--- src/rtl/crossfaded_waveshaping_distortion_defines.svh ---
// Assertion macros for the crossfaded waveshaping distortion block.
`ifndef CROSSFADED_WAVESHAPING_DISTORTION_DEFINES_SVH
`define CROSSFADED_WAVESHAPING_DISTORTION_DEFINES_SVH

// Consequent must hold in the same cycle as the antecedent.
`define CWD_ASSERT_NOW(lbl, ante, cons, msg) \
  lbl: assert property (@(posedge clk) disable iff (rst) (ante) |-> (cons)) \
    else $error(msg);

// Consequent must hold in the cycle after the antecedent.
`define CWD_ASSERT_NEXT(lbl, ante, cons, msg) \
  lbl: assert property (@(posedge clk) disable iff (rst) (ante) |=> (cons)) \
    else $error(msg);

`endif

--- src/rtl/cwd_pkg.sv ---
// Shared types, register codes and curve table generation for the distortion block.
package cwd_pkg;

  typedef struct packed {
    logic [15:0] gain;
    logic [15:0] crunch;
    logic [15:0] volume;
    logic [1:0]  stage;
  } cwd_cfg_t;

  localparam logic [1:0] REG_GAIN   = 2'd0;
  localparam logic [1:0] REG_CRUNCH = 2'd1;
  localparam logic [1:0] REG_VOLUME = 2'd2;
  localparam logic [1:0] REG_STAGE  = 2'd3;

  localparam logic [1:0] STAGE_SOFT = 2'd1;
  localparam logic [1:0] STAGE_HARD = 2'd2;

  localparam int CURVE_ATAN = 0;
  localparam int CURVE_TANH = 1;
  localparam int CURVE_ERF  = 2;

  localparam logic [63:0] Q30               = 64'd1 << 30;
  localparam logic [63:0] K_HALF_PI         = 64'd1686629713;
  localparam logic [63:0] K_TWO_OVER_PI     = 64'd683565276;
  localparam logic [63:0] K_SQRT2_APPROX    = 64'd1518270939;
  localparam logic [63:0] K_TWO_OVER_SQRTPI = 64'd1211587906;

  // Q30 product, truncated.
  function automatic logic [63:0] mulq(input logic [63:0] a, input logic [63:0] b);
    logic [127:0] pr;
    pr = {64'd0, a} * {64'd0, b};
    return pr[93:30];
  endfunction

  // Restoring shift-subtract quotient, used only while building tables.
  function automatic logic [63:0] udiv(input logic [63:0] n, input logic [63:0] d);
    logic [64:0] rem;
    logic [63:0] q;
    rem = '0;
    q = '0;
    for (int i = 63; i >= 0; i--) begin
      rem = {rem[63:0], n[i]};
      if (rem >= {1'b0, d}) begin
        rem = rem - {1'b0, d};
        q[i] = 1'b1;
      end
    end
    return q;
  endfunction

  function automatic logic [63:0] isqrt64(input logic [63:0] v_in);
    logic [63:0] v;
    logic [63:0] r;
    logic [63:0] bt;
    v = v_in;
    r = '0;
    bt = 64'd1 << 62;
    while (bt > v) bt = bt >> 2;
    while (bt != 64'd0) begin
      if (v >= r + bt) begin
        v = v - (r + bt);
        r = (r >> 1) + bt;
      end else begin
        r = r >> 1;
      end
      bt = bt >> 2;
    end
    return r;
  endfunction

  function automatic logic [63:0] exp_neg(input logic [63:0] y);
    logic [63:0] z;
    logic [63:0] term;
    logic signed [63:0] sum;
    z = y >> 5;
    term = Q30;
    sum = $signed(Q30);
    for (int n = 1; n <= 20; n++) begin
      term = udiv(mulq(term, z), 64'(n));
      if ((n % 2) == 1) sum = sum - $signed(term);
      else sum = sum + $signed(term);
    end
    for (int k = 0; k < 5; k++) sum = $signed(mulq(sum, sum));
    return sum;
  endfunction

  function automatic logic [63:0] tanh_q30(input logic [63:0] t);
    logic [63:0] e;
    e = exp_neg(t << 1);
    return udiv((Q30 - e) << 30, Q30 + e);
  endfunction

  function automatic logic [63:0] atan_q30(input logic [63:0] t);
    logic [63:0] u;
    logic [63:0] v;
    logic [63:0] p;
    logic [63:0] v2;
    logic [63:0] s;
    logic [63:0] theta;
    logic inv;
    logic signed [63:0] sum;
    u = mulq(K_HALF_PI, t);
    v = u;
    inv = 1'b0;
    sum = '0;
    if (u > Q30) begin
      v = udiv(64'd1 << 60, u);
      inv = 1'b1;
    end
    for (int k = 0; k < 2; k++) begin
      s = isqrt64((64'd1 << 60) + v * v);
      v = udiv(v << 30, Q30 + s);
    end
    v2 = mulq(v, v);
    p = v;
    for (int n = 0; n < 15; n++) begin
      if ((n % 2) == 1) sum = sum - $signed(udiv(p, 64'(2 * n + 1)));
      else sum = sum + $signed(udiv(p, 64'(2 * n + 1)));
      p = mulq(p, v2);
    end
    theta = sum << 2;
    if (inv) theta = K_HALF_PI - theta;
    return mulq(K_TWO_OVER_PI, theta);
  endfunction

  function automatic logic [63:0] erf_q30(input logic [63:0] t);
    logic [63:0] z;
    logic [63:0] z2;
    logic [63:0] w;
    logic [63:0] term;
    logic [63:0] sum;
    logic [63:0] r;
    z = mulq(K_SQRT2_APPROX, t);
    if (z >= (Q30 << 2)) return Q30;
    z2 = mulq(z, z);
    w = z2 << 1;
    term = z;
    sum = z;
    for (int n = 0; n < 200; n++) begin
      term = udiv(mulq(term, w), 64'(2 * n + 3));
      if (term == 64'd0) break;
      sum = sum + term;
    end
    r = mulq(mulq(sum, exp_neg(z2)), K_TWO_OVER_SQRTPI);
    return (r > Q30) ? Q30 : r;
  endfunction

  // One table entry, rounded to the sample format and capped at one.
  function automatic logic [63:0] rom_entry(input int curve, input int i, input int depth,
                                            input int frac);
    logic [63:0] t;
    logic [63:0] f;
    logic [63:0] v;
    logic [63:0] one;
    t = udiv(64'd5 * Q30 * 64'(i), 64'(depth - 1));
    case (curve)
      CURVE_ATAN: f = atan_q30(t);
      CURVE_TANH: f = tanh_q30(t);
      default:    f = erf_q30(t);
    endcase
    if (frac < 30) v = (f + (64'd1 << (29 - frac))) >> (30 - frac);
    else v = f << (frac - 30);
    one = 64'd1 << frac;
    return (v > one) ? one : v;
  endfunction

endpackage

--- src/rtl/cwd_back.sv ---
// Back pipeline: curve selection, crossfade, volume and saturation.
module cwd_back import cwd_pkg::*; #(
  parameter int SAMPLE_BITS = 16
) (
  input  logic                          clk,
  input  logic                          rst,
  input  cwd_cfg_t                      cfg,
  input  logic                          in_valid,
  output logic                          in_ready,
  input  logic [SAMPLE_BITS-1:0]        atan_mag,
  input  logic [SAMPLE_BITS-1:0]        tanh_mag,
  input  logic [SAMPLE_BITS-1:0]        erf_mag,
  input  logic [SAMPLE_BITS-1:0]        cub_mag,
  input  logic [SAMPLE_BITS-1:0]        hard_mag,
  input  logic signed [SAMPLE_BITS+2:0] x_in,
  input  logic                          neg_in,
  output logic                          out_valid,
  input  logic                          out_ready,
  output logic [SAMPLE_BITS-1:0]        sample
);

  localparam int W    = SAMPLE_BITS;
  localparam int FRAC = W - 1;
  localparam int YW   = W + 3;
  localparam int DFW  = YW + 1;
  localparam int MPW  = DFW + 18;
  localparam int YPW  = DFW + 17;
  localparam longint ONE_L = longint'(1) << FRAC;
  localparam logic signed [YPW-1:0] SMAX = YPW'(ONE_L - 1);
  localparam logic signed [YPW-1:0] SMIN = YPW'(-ONE_L);

  logic v6, v7, v8, v9, vo;
  logic en6, en7, en8, en9, eno;

  // Stage 6 payload; the table words are registered inside the lookup tables.
  logic [W-1:0]         cub6, hard6;
  logic signed [YW-1:0] x6;
  logic                 n6;
  logic signed [YW-1:0] a7, a8;
  logic signed [DFW-1:0] diff7;
  logic signed [MPW-1:0] mp8;
  logic signed [YPW-1:0] yp9;

  logic                  low;
  logic [16:0]           ratio;
  logic signed [YW-1:0]  s_v, t_v, e_v, c_v, h_v, a_v, b_v;
  logic signed [MPW-1:0] mp_w, mr_w;
  logic signed [DFW-1:0] y_w;
  logic signed [YPW-1:0] yp_w, yr_w;

  function automatic logic signed [YW-1:0] apply_sign(input logic [W-1:0] m, input logic n);
    logic signed [YW-1:0] sv;
    sv = YW'($signed({1'b0, m}));
    return n ? -sv : sv;
  endfunction

  always_comb begin
    eno = !vo || out_ready;
    en9 = !v9 || eno;
    en8 = !v8 || en9;
    en7 = !v7 || en8;
    en6 = !v6 || en7;
  end

  assign in_ready = en6;
  assign out_valid = vo;

  always_comb begin
    low = cfg.crunch <= 16'd32768;
    ratio = low ? {cfg.crunch, 1'b0} : ({cfg.crunch, 1'b0} - 17'd65536);
    s_v = apply_sign(atan_mag, n6);
    t_v = apply_sign(tanh_mag, n6);
    e_v = apply_sign(erf_mag, n6);
    c_v = apply_sign(cub6, n6);
    h_v = apply_sign(hard6, n6);
    case (cfg.stage)
      STAGE_SOFT: begin
        a_v = low ? s_v : t_v;
        b_v = low ? t_v : e_v;
      end
      STAGE_HARD: begin
        a_v = low ? e_v : c_v;
        b_v = low ? c_v : h_v;
      end
      default: begin
        a_v = x6;
        b_v = x6;
      end
    endcase
    mp_w = MPW'(diff7) * MPW'($signed({1'b0, ratio}));
    mr_w = mp8 + MPW'(32768);
    y_w = DFW'(a8) + DFW'(mr_w >>> 16);
    yp_w = YPW'(y_w) * YPW'($signed({1'b0, cfg.volume}));
    yr_w = (yp9 + YPW'(32768)) >>> 16;
  end

  always_ff @(posedge clk) begin
    if (rst) begin
      v6 <= 1'b0;
      v7 <= 1'b0;
      v8 <= 1'b0;
      v9 <= 1'b0;
      vo <= 1'b0;
    end else begin
      if (en6) v6 <= in_valid;
      if (en7) v7 <= v6;
      if (en8) v8 <= v7;
      if (en9) v9 <= v8;
      if (eno) vo <= v9;
    end
  end

  always_ff @(posedge clk) begin
    if (en6) begin
      cub6 <= cub_mag;
      hard6 <= hard_mag;
      x6 <= x_in;
      n6 <= neg_in;
    end
    if (en7) begin
      a7 <= a_v;
      diff7 <= DFW'(b_v) - DFW'(a_v);
    end
    if (en8) begin
      a8 <= a7;
      mp8 <= mp_w;
    end
    if (en9) begin
      yp9 <= yp_w;
    end
    if (eno) begin
      if (yr_w > SMAX) sample <= W'(SMAX);
      else if (yr_w < SMIN) sample <= W'(SMIN);
      else sample <= W'(yr_w);
    end
  end

endmodule

--- config.mk ---
export PLATFORM = sky130hd
export DESIGN_NAME = cwd_back
export DESIGN_NICKNAME = d
export VERILOG_FILES = /design/src/rtl/crossfaded_waveshaping_distortion_defines.svh /design/src/rtl/cwd_pkg.sv /design/src/rtl/cwd_back.sv
export SDC_FILE = /design/constraint.sdc
export NUM_CORES = 2
export LEC_CHECK = 0
export BUFFER_PORTS_ARGS = -buffer_cell sky130_fd_sc_hd__buf_4
export CAP_MARGIN = 30
export CORE_MARGIN = 10
export CORE_UTILIZATION = 40
export CTS_BUF_LIST = sky130_fd_sc_hd__clkbuf_16
export DETAILED_ROUTE_END_ITERATION = 12
export SKIP_CTS_REPAIR_TIMING = 1
export SLEW_MARGIN = 10
export SYNTH_ARGS = -nofsm -noshare
export SYNTH_HDL_FRONTEND = slang
export SYNTH_SLANG_ARGS = --single-unit
--- constraint.sdc ---
create_clock -name clk -period 19.75 [get_ports clk]
set_input_delay 5.925 -clock clk [delete_from_list [all_inputs] [get_ports clk]]
set_output_delay 5.925 -clock clk [all_outputs]
set_load 0.01 [all_outputs]
==> flow_summary.toml <==
[status]
outcome = "complete, no violations"

[routing]
drc = 0
highest_layer = "met5"
dr_wl_met2_um = 42830
vias = 25880
drtIter0Drc = 1621
antenna_left = 0
met3WireLength_um = 4756
wl_met1_um = 39800
wl_um = 89430
post_drt_wl_per_cell_um = 17.88
dr.pass1.iters = 5
vias_per_cell = 5.173

[global_route]
grt-ovfl-total = 0
grt_max_degree = 88
grt_pass1_vias = 26770
grt_usage_pct = 18.47
grt_pass1_wl_um = 146700
antenna_found_initial = 2

[sta]
drv_slew = 0
period_needed_ns = 13.27
skew_ns = 0.02553
hold_viol_final = 0
max_freq_mhz = 75.37
tightest_slew_ns = 0.9237
fin_setup_tns_ns = 0
fin_crit_sh_pct = 67.18
setup_violations = 0
max-slew-margin-rel_pct = 38.12
rsz0062_at_grt = "no"

[clock_network]
htree_levels = 4
cts_tree = "built"
cts_sinks = 174
cts_inserted_buffers = 17
clock_path_buffers = 2
cts_root_buf = "clkbuf_16"
insertion_delay_ns = 0.51
clk_pin_slew_ns = 0.08

[logic_synthesis]
synth.avg_cell_area_um2 = 9.260
synth-edff-count = 169
synth.most_common_cell = "inv_1"
synthTopCellsByCount = "inv_1 (722), fa_1 (623), nand2_1 (449)"
async_reset_ff_share_pct = 0
ys_top_cells_by_area = "fa_1 (35%), edfxtp_1 (14%), ha_1 (8.8%)"
synth_nets = 4832
synth_cells = 3807
synth_seq_cells = 174
synth-warning-count = 0
synth_top_area_cell = "fa_1"
yosysSeqAreaShare_pct = 14.68
netlist_area_um2 = 35250
synth_largest_type_area_fraction_pct = 35.38
ys.flop_type = "edfxtp_1"
netlist-cell-type-count = 76

[floorplan]
die_area_um2 = 100400
rows = 108
die_y_um = 316.9
initial_utilization_pct = 40.45
io_pins = 172
coreArea_um2 = 87160
die_w_um = 316.9

[flow_run]
drv_cap = 0

[setup_path]
path_buf_inv = 4
crit_required_ns = 13.82
slowest_delay_ns = 0.54
crit_end = "in_ready"
worst-r2r-cell-count = 32
start_kind = "primary input"
r2r_start = "mp8[15]"
r2r-end = "yp9[35]"
critPathKind = "primary input to output port"
crit_start = "out_ready"
worst_setup_path_end_kind = "output port"
ff2ff_setup_slack_ns = 9.62
cp_top_family = "buffers and inverters"
worstPathCellList = "buf_4 -> nor2b_1 -> buf_4 -> and3_1 -> nand3_2 -> buf_4 -> buf_4"
cp_common_cell = "buf_4"
worst_ep_arrival_time_ns = 7.34
cpMaxStageDelayCell = "buf_4"
critPathMaxFanout = 54
cp_num_cells = 7

[hold_path]
min-delay-path-class = "register to register"

[cells_and_area]
stdcell_area_um2 = 38250
areaGrowthSynthToFinish_pct = 8.490
nNetsFinal = 4858
drive_gt1_share_pct = 7.592

[placed_design]
place_congestion = 0.8688
numPortBuffers = 155
place_area_um2 = 37540
dp_hpwl_um = 70140
==> worst reg2reg max path, delay by kind of cell, from the launching register on <==
kind / cells / cell delay (ns)
adder cells (fa/ha/maj): 9 / 3.91
AND/OR/NAND/NOR: 3 / 0.49
buffers and inverters: 4 / 0.21
AO/OA/AOI/OAI: 15 / 4.49
flip-flops: 1 / 0.42
XOR/XNOR: 1 / 0.36
==> worst min path at each step <==
stage / start / to / slack, ns / depth (start not counted)
4_1_cts: a7[5] / a8[5] / 0.43 / 0
3_5_place_dp: a7[5] / a8[5] / 0.41 / 0
2_1_floorplan: a7[0] / a8[0] / 0.40 / 0
5_1_grt: a7[15] / a8[15] / 0.43 / 0
6_report: a7[5] / a8[5] / 0.42 / 0
3_3_place_gp: a7[5] / a8[5] / 0.40 / 0
==> metrics by stage <==
stage	hold slack (ns)	utilization, %	setup slack [ns]	instances
global route	0.4348	43.88	6.351	5001
finish	0.4235	43.88	6.482	5002
CTS	0.4263	43.78	6.416	4996
global placement	0.4028	43.05	6.433	4963
detailed placement	0.4081	43.07	6.421	4964
floorplan	0.4003	-	6.149	3807
==> registers in the layout (all words and copies together), names as in the netlist, 16 cells and up <==
name and flops:
a7 19, sample 16, hard6 16, x6 19, yp9 22, a8 19, mp8 21, cub6 16
diff7 20
==> cells in the final DEF, fill, tap and decap left out, types with 17 or more instances in the layout <==
| cell type | n |
|---|---|
| nand2_1 | 449 |
| nor2_1 | 117 |
| a21o_1 | 29 |
| nor3_1 | 30 |
| o21ai_0 | 98 |
| ha_1 | 247 |
| buf_4 | 201 |
| nor4_1 | 21 |
| nand4_1 | 22 |
| clkbuf_16 | 17 |
| nand2b_1 | 44 |
| and3_1 | 31 |
| xor2_1 | 67 |
| a31oi_1 | 23 |
| fa_1 | 623 |
| a211oi_1 | 26 |
| edfxtp_1 | 169 |
| o311ai_0 | 17 |
| xnor2_1 | 125 |
| o31ai_1 | 20 |
| nand3_1 | 110 |
| a21oi_1 | 68 |
| o211ai_1 | 36 |
| and2_1 | 277 |
| inv_1 | 722 |
==> area by class of cell <==
| class | instances | area [um^2] |
|---|---|---|
| Inverter | 722 | 2710 |
| Clock inverter | 15 | 192.7 |
| Clock buffer | 17 | 425.4 |
| Sequential cell | 174 | 5175 |
| Antenna cell | 1 | 2.502 |
| Tap cell | 1155 | 1445 |
| Timing Repair Buffer | 206 | 1605 |
| Multi-Input combinational cell | 2712 | 26690 |
| Fill cell | 8513 | 48910 |
==> metal layers <==
| layer | up-vias | track usage [%] |
|---|---|---|
| met5 | - | 0 |
| met4 | 2 | 4.856 |
| met3 | 105 | 2.863 |
| met2 | 664 | 30.71 |
| met1 | 12940 | 24.91 |
| li1 | 12160 | - |
==> logic make-up (layout without fill, tap and decap cells) <==
group	after synthesis	count (layout)	share of synthesized area [%]
flip-flops	174	174	14.68
adder cells (fa/ha/maj)	871	871	44.18
other	0	1	0
AND/OR/NAND/NOR	1190	1190	16.97
buffers and inverters	921	960	9.863
multiplexers	18	18	0.8802
AO/OA/AOI/OAI	433	433	8.457
XOR/XNOR	200	200	4.969
Power is left out: the tool's default activity adds up to more than one toggle a clock period on the data nets, which glitch-free logic cannot reach.
