### config.mk
export PLATFORM = sky130hd
export DESIGN_NAME = cwd_front
export DESIGN_NICKNAME = d
export VERILOG_FILES = /design/src/rtl/crossfaded_waveshaping_distortion_defines.svh /design/src/rtl/cwd_pkg.sv /design/src/rtl/cwd_front.sv
export SDC_FILE = /design/constraint.sdc
export NUM_CORES = 2
export LEC_CHECK = 0
export ABC_AREA = 1
export BUFFER_PORTS_ARGS = -buffer_cell sky130_fd_sc_hd__buf_2
export CAP_MARGIN = 20
export CORE_UTILIZATION = 50
export CTS_CLUSTER_SIZE = 16
export DETAILED_ROUTE_END_ITERATION = 10
export HOLD_SLACK_MARGIN = 0.12
export PLACE_DENSITY = 0.66
export SLEW_MARGIN = 20
export SYNTH_ARGS = -nofsm -noshare
export SYNTH_HDL_FRONTEND = slang
export SYNTH_SLANG_ARGS = --single-unit
### constraint.sdc
create_clock -name clk -period 7.4 [get_ports clk]
set_input_delay 1.11 -clock clk [delete_from_list [all_inputs] [get_ports clk]]
set_output_delay 1.11 -clock clk [all_outputs]
set_load 0.005 [all_outputs]
### src/rtl/crossfaded_waveshaping_distortion_defines.svh
// Assertion macros for the crossfaded waveshaping distortion block.
`ifndef CROSSFADED_WAVESHAPING_DISTORTION_DEFINES_SVH
`define CROSSFADED_WAVESHAPING_DISTORTION_DEFINES_SVH

// Consequent must hold in the same cycle as the antecedent.
`define CWD_ASSERT_NOW(lbl, ante, cons, msg) \
  lbl: assert property (@(posedge clk) disable iff (rst) (ante) |-> (cons)) \
    else $error(msg);

// Consequent must hold in the cycle after the antecedent.
`define CWD_ASSERT_NEXT(lbl, ante, cons, msg) \
  lbl: assert property (@(posedge clk) disable iff (rst) (ante) |=> (cons)) \
    else $error(msg);

`endif

### src/rtl/cwd_pkg.sv
// Shared types, register codes and curve table generation for the distortion block.
package cwd_pkg;

  typedef struct packed {
    logic [15:0] gain;
    logic [15:0] crunch;
    logic [15:0] volume;
    logic [1:0]  stage;
  } cwd_cfg_t;

  localparam logic [1:0] REG_GAIN   = 2'd0;
  localparam logic [1:0] REG_CRUNCH = 2'd1;
  localparam logic [1:0] REG_VOLUME = 2'd2;
  localparam logic [1:0] REG_STAGE  = 2'd3;

  localparam logic [1:0] STAGE_SOFT = 2'd1;
  localparam logic [1:0] STAGE_HARD = 2'd2;

  localparam int CURVE_ATAN = 0;
  localparam int CURVE_TANH = 1;
  localparam int CURVE_ERF  = 2;

  localparam logic [63:0] Q30               = 64'd1 << 30;
  localparam logic [63:0] K_HALF_PI         = 64'd1686629713;
  localparam logic [63:0] K_TWO_OVER_PI     = 64'd683565276;
  localparam logic [63:0] K_SQRT2_APPROX    = 64'd1518270939;
  localparam logic [63:0] K_TWO_OVER_SQRTPI = 64'd1211587906;

  // Q30 product, truncated.
  function automatic logic [63:0] mulq(input logic [63:0] a, input logic [63:0] b);
    logic [127:0] pr;
    pr = {64'd0, a} * {64'd0, b};
    return pr[93:30];
  endfunction

  // Restoring shift-subtract quotient, used only while building tables.
  function automatic logic [63:0] udiv(input logic [63:0] n, input logic [63:0] d);
    logic [64:0] rem;
    logic [63:0] q;
    rem = '0;
    q = '0;
    for (int i = 63; i >= 0; i--) begin
      rem = {rem[63:0], n[i]};
      if (rem >= {1'b0, d}) begin
        rem = rem - {1'b0, d};
        q[i] = 1'b1;
      end
    end
    return q;
  endfunction

  function automatic logic [63:0] isqrt64(input logic [63:0] v_in);
    logic [63:0] v;
    logic [63:0] r;
    logic [63:0] bt;
    v = v_in;
    r = '0;
    bt = 64'd1 << 62;
    while (bt > v) bt = bt >> 2;
    while (bt != 64'd0) begin
      if (v >= r + bt) begin
        v = v - (r + bt);
        r = (r >> 1) + bt;
      end else begin
        r = r >> 1;
      end
      bt = bt >> 2;
    end
    return r;
  endfunction

  function automatic logic [63:0] exp_neg(input logic [63:0] y);
    logic [63:0] z;
    logic [63:0] term;
    logic signed [63:0] sum;
    z = y >> 5;
    term = Q30;
    sum = $signed(Q30);
    for (int n = 1; n <= 20; n++) begin
      term = udiv(mulq(term, z), 64'(n));
      if ((n % 2) == 1) sum = sum - $signed(term);
      else sum = sum + $signed(term);
    end
    for (int k = 0; k < 5; k++) sum = $signed(mulq(sum, sum));
    return sum;
  endfunction

  function automatic logic [63:0] tanh_q30(input logic [63:0] t);
    logic [63:0] e;
    e = exp_neg(t << 1);
    return udiv((Q30 - e) << 30, Q30 + e);
  endfunction

  function automatic logic [63:0] atan_q30(input logic [63:0] t);
    logic [63:0] u;
    logic [63:0] v;
    logic [63:0] p;
    logic [63:0] v2;
    logic [63:0] s;
    logic [63:0] theta;
    logic inv;
    logic signed [63:0] sum;
    u = mulq(K_HALF_PI, t);
    v = u;
    inv = 1'b0;
    sum = '0;
    if (u > Q30) begin
      v = udiv(64'd1 << 60, u);
      inv = 1'b1;
    end
    for (int k = 0; k < 2; k++) begin
      s = isqrt64((64'd1 << 60) + v * v);
      v = udiv(v << 30, Q30 + s);
    end
    v2 = mulq(v, v);
    p = v;
    for (int n = 0; n < 15; n++) begin
      if ((n % 2) == 1) sum = sum - $signed(udiv(p, 64'(2 * n + 1)));
      else sum = sum + $signed(udiv(p, 64'(2 * n + 1)));
      p = mulq(p, v2);
    end
    theta = sum << 2;
    if (inv) theta = K_HALF_PI - theta;
    return mulq(K_TWO_OVER_PI, theta);
  endfunction

  function automatic logic [63:0] erf_q30(input logic [63:0] t);
    logic [63:0] z;
    logic [63:0] z2;
    logic [63:0] w;
    logic [63:0] term;
    logic [63:0] sum;
    logic [63:0] r;
    z = mulq(K_SQRT2_APPROX, t);
    if (z >= (Q30 << 2)) return Q30;
    z2 = mulq(z, z);
    w = z2 << 1;
    term = z;
    sum = z;
    for (int n = 0; n < 200; n++) begin
      term = udiv(mulq(term, w), 64'(2 * n + 3));
      if (term == 64'd0) break;
      sum = sum + term;
    end
    r = mulq(mulq(sum, exp_neg(z2)), K_TWO_OVER_SQRTPI);
    return (r > Q30) ? Q30 : r;
  endfunction

  // One table entry, rounded to the sample format and capped at one.
  function automatic logic [63:0] rom_entry(input int curve, input int i, input int depth,
                                            input int frac);
    logic [63:0] t;
    logic [63:0] f;
    logic [63:0] v;
    logic [63:0] one;
    t = udiv(64'd5 * Q30 * 64'(i), 64'(depth - 1));
    case (curve)
      CURVE_ATAN: f = atan_q30(t);
      CURVE_TANH: f = tanh_q30(t);
      default:    f = erf_q30(t);
    endcase
    if (frac < 30) v = (f + (64'd1 << (29 - frac))) >> (30 - frac);
    else v = f << (frac - 30);
    one = 64'd1 << frac;
    return (v > one) ? one : v;
  endfunction

endpackage

### src/rtl/cwd_front.sv
// Front pipeline: pre-gain, table index, cubic and hard clip magnitudes.
module cwd_front import cwd_pkg::*; #(
  parameter int TABLE_DEPTH = 1024,
  parameter int SAMPLE_BITS = 16
) (
  input  logic                            clk,
  input  logic                            rst,
  input  logic [15:0]                     gain,
  input  logic                            in_valid,
  output logic                            in_ready,
  input  logic signed [SAMPLE_BITS-1:0]   sample,
  output logic                            out_valid,
  input  logic                            out_ready,
  output logic [$clog2(TABLE_DEPTH)-1:0]  idx,
  output logic [SAMPLE_BITS-1:0]          cub_mag,
  output logic [SAMPLE_BITS-1:0]          hard_mag,
  output logic signed [SAMPLE_BITS+2:0]   x_out,
  output logic                            neg_out
);

  localparam int W    = SAMPLE_BITS;
  localparam int FRAC = W - 1;
  localparam int DB   = $clog2(TABLE_DEPTH);
  localparam int PW   = W + 20;
  localparam int XW   = W + 3;
  localparam int NW   = XW + DB + 1;
  localparam int DW   = W + 1;
  localparam int SQW  = 2 * DW;
  localparam int MIW  = DB + 3;
  localparam int S5   = DB + 6;
  localparam int K5W  = DB + 4;
  localparam int S3   = W + 3;
  localparam int K3W  = W + 2;
  localparam int MCW  = W + 1;
  localparam longint ONE_L = longint'(1) << FRAC;
  localparam logic [XW-1:0]  ONE_X  = XW'(ONE_L);
  localparam logic [XW-1:0]  T1     = XW'((ONE_L + 1) / 3);
  localparam logic [XW-1:0]  T2     = XW'((2 * ONE_L + 1) / 3);
  localparam logic [XW:0]    TWO_ONE = (XW + 1)'(2 * ONE_L);
  localparam logic [DB-1:0]  DM1    = DB'(TABLE_DEPTH - 1);
  localparam logic [NW-1:0]  HALF5  = NW'((5 * ONE_L) / 2);
  localparam logic [SQW-1:0] HALF3  = SQW'((3 * ONE_L) / 2);
  localparam logic [K5W-1:0] K5     = K5W'(((longint'(1) << S5) + 4) / 5);
  localparam logic [K3W-1:0] K3     = K3W'(((longint'(1) << S3) + 2) / 3);

  logic v1, v2, v3, v4, v5;
  logic en1, en2, en3, en4, en5;

  logic signed [PW-1:0] p1;
  logic signed [XW-1:0] x2, x3, x4;
  logic [XW-1:0]        a2;
  logic                 n2, n3, n4;
  logic [NW-1:0]        nidx3;
  logic [SQW-1:0]       dsq3;
  logic                 mid3, hi3, mid4, hi4;
  logic [W-1:0]         hard3, hard4, two_a3, two_a4;
  logic [MIW+K5W-1:0]   qi4;
  logic [MCW+K3W-1:0]   qc4;

  logic signed [PW-1:0] p_round;
  logic signed [XW-1:0] x_w;
  logic [XW:0]          d_w;
  logic [DW-1:0]        d_sel;
  logic [XW+1:0]        a5_w;
  logic [MIW-1:0]       mi_w;
  logic [MCW-1:0]       mc_w;
  logic [DB:0]          q5_w;
  logic [W-1:0]         qc_w;

  always_comb begin
    en5 = !v5 || out_ready;
    en4 = !v4 || en5;
    en3 = !v3 || en4;
    en2 = !v2 || en3;
    en1 = !v1 || en2;
  end

  assign in_ready = en1;
  assign out_valid = v5;

  always_comb begin
    p_round = p1 + PW'(32768);
    x_w = XW'(p_round >>> 16);
    d_w = TWO_ONE - ({1'b0, a2} + {a2, 1'b0});
    d_sel = (a2 >= T1 && a2 < T2) ? d_w[DW-1:0] : '0;
    a5_w = {2'b00, a2} + {a2, 2'b00};
    mi_w = MIW'((nidx3 + HALF5) >> FRAC);
    mc_w = MCW'((dsq3 + HALF3) >> FRAC);
    q5_w = (DB + 1)'(qi4 >> S5);
    qc_w = W'(qc4 >> S3);
  end

  always_ff @(posedge clk) begin
    if (rst) begin
      v1 <= 1'b0;
      v2 <= 1'b0;
      v3 <= 1'b0;
      v4 <= 1'b0;
      v5 <= 1'b0;
    end else begin
      if (en1) v1 <= in_valid;
      if (en2) v2 <= v1;
      if (en3) v3 <= v2;
      if (en4) v4 <= v3;
      if (en5) v5 <= v4;
    end
  end

  always_ff @(posedge clk) begin
    if (en1) begin
      p1 <= PW'(sample) * PW'($signed({1'b0, {gain, 2'b00} + {3'b000, gain}}));
    end
    if (en2) begin
      x2 <= x_w;
      n2 <= x_w[XW-1];
      a2 <= x_w[XW-1] ? XW'(-x_w) : XW'(x_w);
    end
    if (en3) begin
      x3 <= x2;
      n3 <= n2;
      nidx3 <= NW'(a2) * NW'(DM1);
      dsq3 <= SQW'(d_sel) * SQW'(d_sel);
      mid3 <= (a2 >= T1) && (a2 < T2);
      hi3 <= a2 >= T2;
      hard3 <= (a5_w >= (XW + 2)'(ONE_X)) ? W'(ONE_L) : W'(a5_w);
      two_a3 <= W'({a2, 1'b0});
    end
    if (en4) begin
      x4 <= x3;
      n4 <= n3;
      mid4 <= mid3;
      hi4 <= hi3;
      hard4 <= hard3;
      two_a4 <= two_a3;
      qi4 <= (MIW + K5W)'(mi_w) * (MIW + K5W)'(K5);
      qc4 <= (MCW + K3W)'(mc_w) * (MCW + K3W)'(K3);
    end
    if (en5) begin
      x_out <= x4;
      neg_out <= n4;
      hard_mag <= hard4;
      idx <= (q5_w > (DB + 1)'(DM1)) ? DM1 : DB'(q5_w);
      if (hi4) cub_mag <= W'(ONE_L);
      else if (mid4) cub_mag <= W'(ONE_L) - qc_w;
      else cub_mag <= two_a4;
    end
  end

endmodule

==> flow_metrics.tcl <==
set metrics [dict create \
    crit_top_cell "nand2_2" \
    grt_max_degree 67 \
    synthDistinctLibCells 58 \
    period_needed_ps 7180 \
    endpoint_kind "register" \
    ys_ff_latch 284 \
    crit_type "reg -> reg" \
    slowest_delay_ps 610 \
    rows 107 \
    grt_usage 0.249 \
    netlist_instances 4736 \
    pre_cts_ws_ps -428 \
    finalMaxSlewViolations 0 \
    cts.sinks 284 \
    synth_area_per_cell_sq_um 9.10 \
    pin_count 100 \
    yosys-top-cells-area "fa_1 (30%), edfxtp_1 (19%), ha_1 (17%), inv_1 (9.7%), nand2_1 (6.9%)" \
    synth_top_area_share 0.301 \
    avgRoutedWirePerCell_um 16.8 \
    finalClockSkew_ps 28.2 \
    core_area_sq_um 85300 \
    synth_nets 6011 \
    die_h_um 296 \
    grt_antenna_before_repair 0 \
    clkTransAtPathRegs_ps 60 \
    critPathSlowestCell "fa_1" \
    cp.arrival_ps 7550 \
    place_hpwl_um 92000 \
    design_area_sq_um 49800 \
    cts_buffers 30 \
    synth-edff-count 279 \
    initial_core_util 0.505 \
    synth-seq-area-share 0.197 \
    drc 0 \
    rsz0062_at_grt "true" \
    portBuffers 99 \
    post-synth-top-count-cell "inv_1" \
    hp-class "reg -> reg" \
    clockBufferDepth 3 \
    yosys.area_share.xor_xnor 0.0359 \
    synth-adder-area-share 0.473 \
    final_net_count 6467 \
    synth_compound_area_frac 0.0528 \
    drive_gt1_frac 0.156 \
    die_w_um 296 \
    cp-start-kind "register" \
    hold_path_depth 0 \
    cts_root_buf "clkbuf_16" \
    slew_headroom 0.302 \
    placed_cell_area_sq_um 47500 \
    yosysWarningCount 0 \
    worst_slew_pin_slew_ps 1030 \
    syn_to_final_growth_pct 15.6 \
    synth-simple-area-share 0.137 \
    outcome "finished clean" \
    gp_congestion 0.924 \
    dieArea_sq_um 87400 \
    dr.pass1.iters 6 \
    grt_pass1_vias 33600 \
    h-tree-depth 1 \
    ant_nets 0 \
    fmax_ghz 0.139 \
    fin_ws_ps 217 \
    final-setup-viol-count 0 \
    crit_fanout 5 \
    synth_area_sq_um 43100 \
    drt_iter0_drc 1649 \
    fin_crit_sh 0.971 \
    hold_buffers 0 \
    vias 32300 \
    routed_wl_um 107000 \
    synthFlopType "edfxtp_1" \
    synth_top_family_by_area "adder cells" \
    synthTopCellsByCount "inv_1 (1113), nand2_1 (790), fa_1 (648), ha_1 (591), nor2_1 (394)" \
    required_ps 7770 \
    max_cap_viol_count 0 \
    grt_first_pass_wirelength_um 171000 \
    grt-ovfl-total 0 \
    ys_async_sr_fraction 0 \
    cts_tree "built" \
    setup_tns_ps 0 \
    avgViaCountPerCell 5.08 \
    diodes 0 \
    muxShareOfSynthArea 0 \
    hold_viol_final 0 \
    netlist.top_cell.by_area "fa_1" \
    worstSkewPairLatency_ps 610 \
    fin_util 0.584 \
    reg2reg_depth 37 \
]
[critical path: cells and delay by family (launching register included)]
| family | cells | cell delay (ps) |
|---|---|---|
| DFF | 1 | 410 |
| buffers and inverters | 8 | 750 |
| and+or+nand+nor | 18 | 1530 |
| adders and majority gates | 9 | 3990 |
| AOI/OAI and AO/OA | 2 | 260 |
[placed cells by master, fill, tap and decap left out, drive strengths merged, types with 4 or more instances in the layout]
cell	n
clkinvlp	4
a21oi	197
a221oi	5
o21a	18
edfxtp	279
nor2	405
ha	591
bufinv	5
a21boi	4
o21bai	16
nand2	795
nand3b	5
or2	29
nand4	31
xnor2	49
nor4	10
dfxtp	5
clkbuf	32
nor3	56
a211oi	6
o31ai	4
nand3	99
xor2	126
buf	482
a31oi	18
and3	4
clkinv	17
inv	1134
o21ai	112
fa	648
o221ai	4
a21o	8
[flip-flops by register name, indices dropped and copies added, names as in the netlist, 11 cells and up]
signal    count
two_a4       14
cub_mag      16
hard_mag     16
p1           20
x2           19
x3           19
qi4          11
dsq3         18
x4           19
a2           18
hard4        16
x_out        19
nidx3        14
qc4          16
hard3        16
two_a3       14
[what timing repair did]
action                                 in CTS  in global routing
setup endpoints to repair                  15                 39
endpoints found under the hold margin       0                  0
setup buffers                               2                 34
pin swaps                                   5                 58
gates resized for setup                    18                229
[per-layer routing]
layer	wire length, um	GRT usage	up-vias	part of all wire
met4	4460	0.0917	0	0.042
met5	0	0	-	0
li1	-	-	15600	-
met1	43900	0.300	15800	0.41
met3	3690	0.0193	198	0.035
met2	54700	0.462	682	0.51
[cells by family after synthesis]
logic type | Yosys count
AND/OR/NAND/NOR | 1438
adder cells (fa/ha/maj) | 1239
buffers and inverters | 1195
AO/OA/AOI/OAI | 405
flip-flops | 284
XOR/XNOR | 175
[cell type report]
type | instances | area [sq um]
fillers | 7477 | 35400
multi-input cells | 3257 | 31100
flip-flops and latches | 284 | 8480
inverters | 1137 | 4290
repair buffers | 482 | 3450
well taps | 1144 | 1430
clock buffers | 32 | 758
clock inverters | 23 | 314
[worst paths after layout]
path | start | end | slack (ps)
worst max-delay path | a2[4] | dsq3[31] | 220
worst min-delay path | x3[12] | x4[12] | 410
worst max register to register | a2[4] | dsq3[31] | 220
worst min register to register | x3[12] | x4[12] | 410
[through the flow]
step / hold WS [ps] / instances
final: 412 / 6359
after global routing: 422 / 6359
after CTS: 416 / 6325
after detailed placement: 405 / 6268
after global placement: 401 / 6268
after floorplan: 400 / 4736
Power is not shown: default switching activity piles up to over one toggle a cycle in this logic, so the estimate is an artifact.
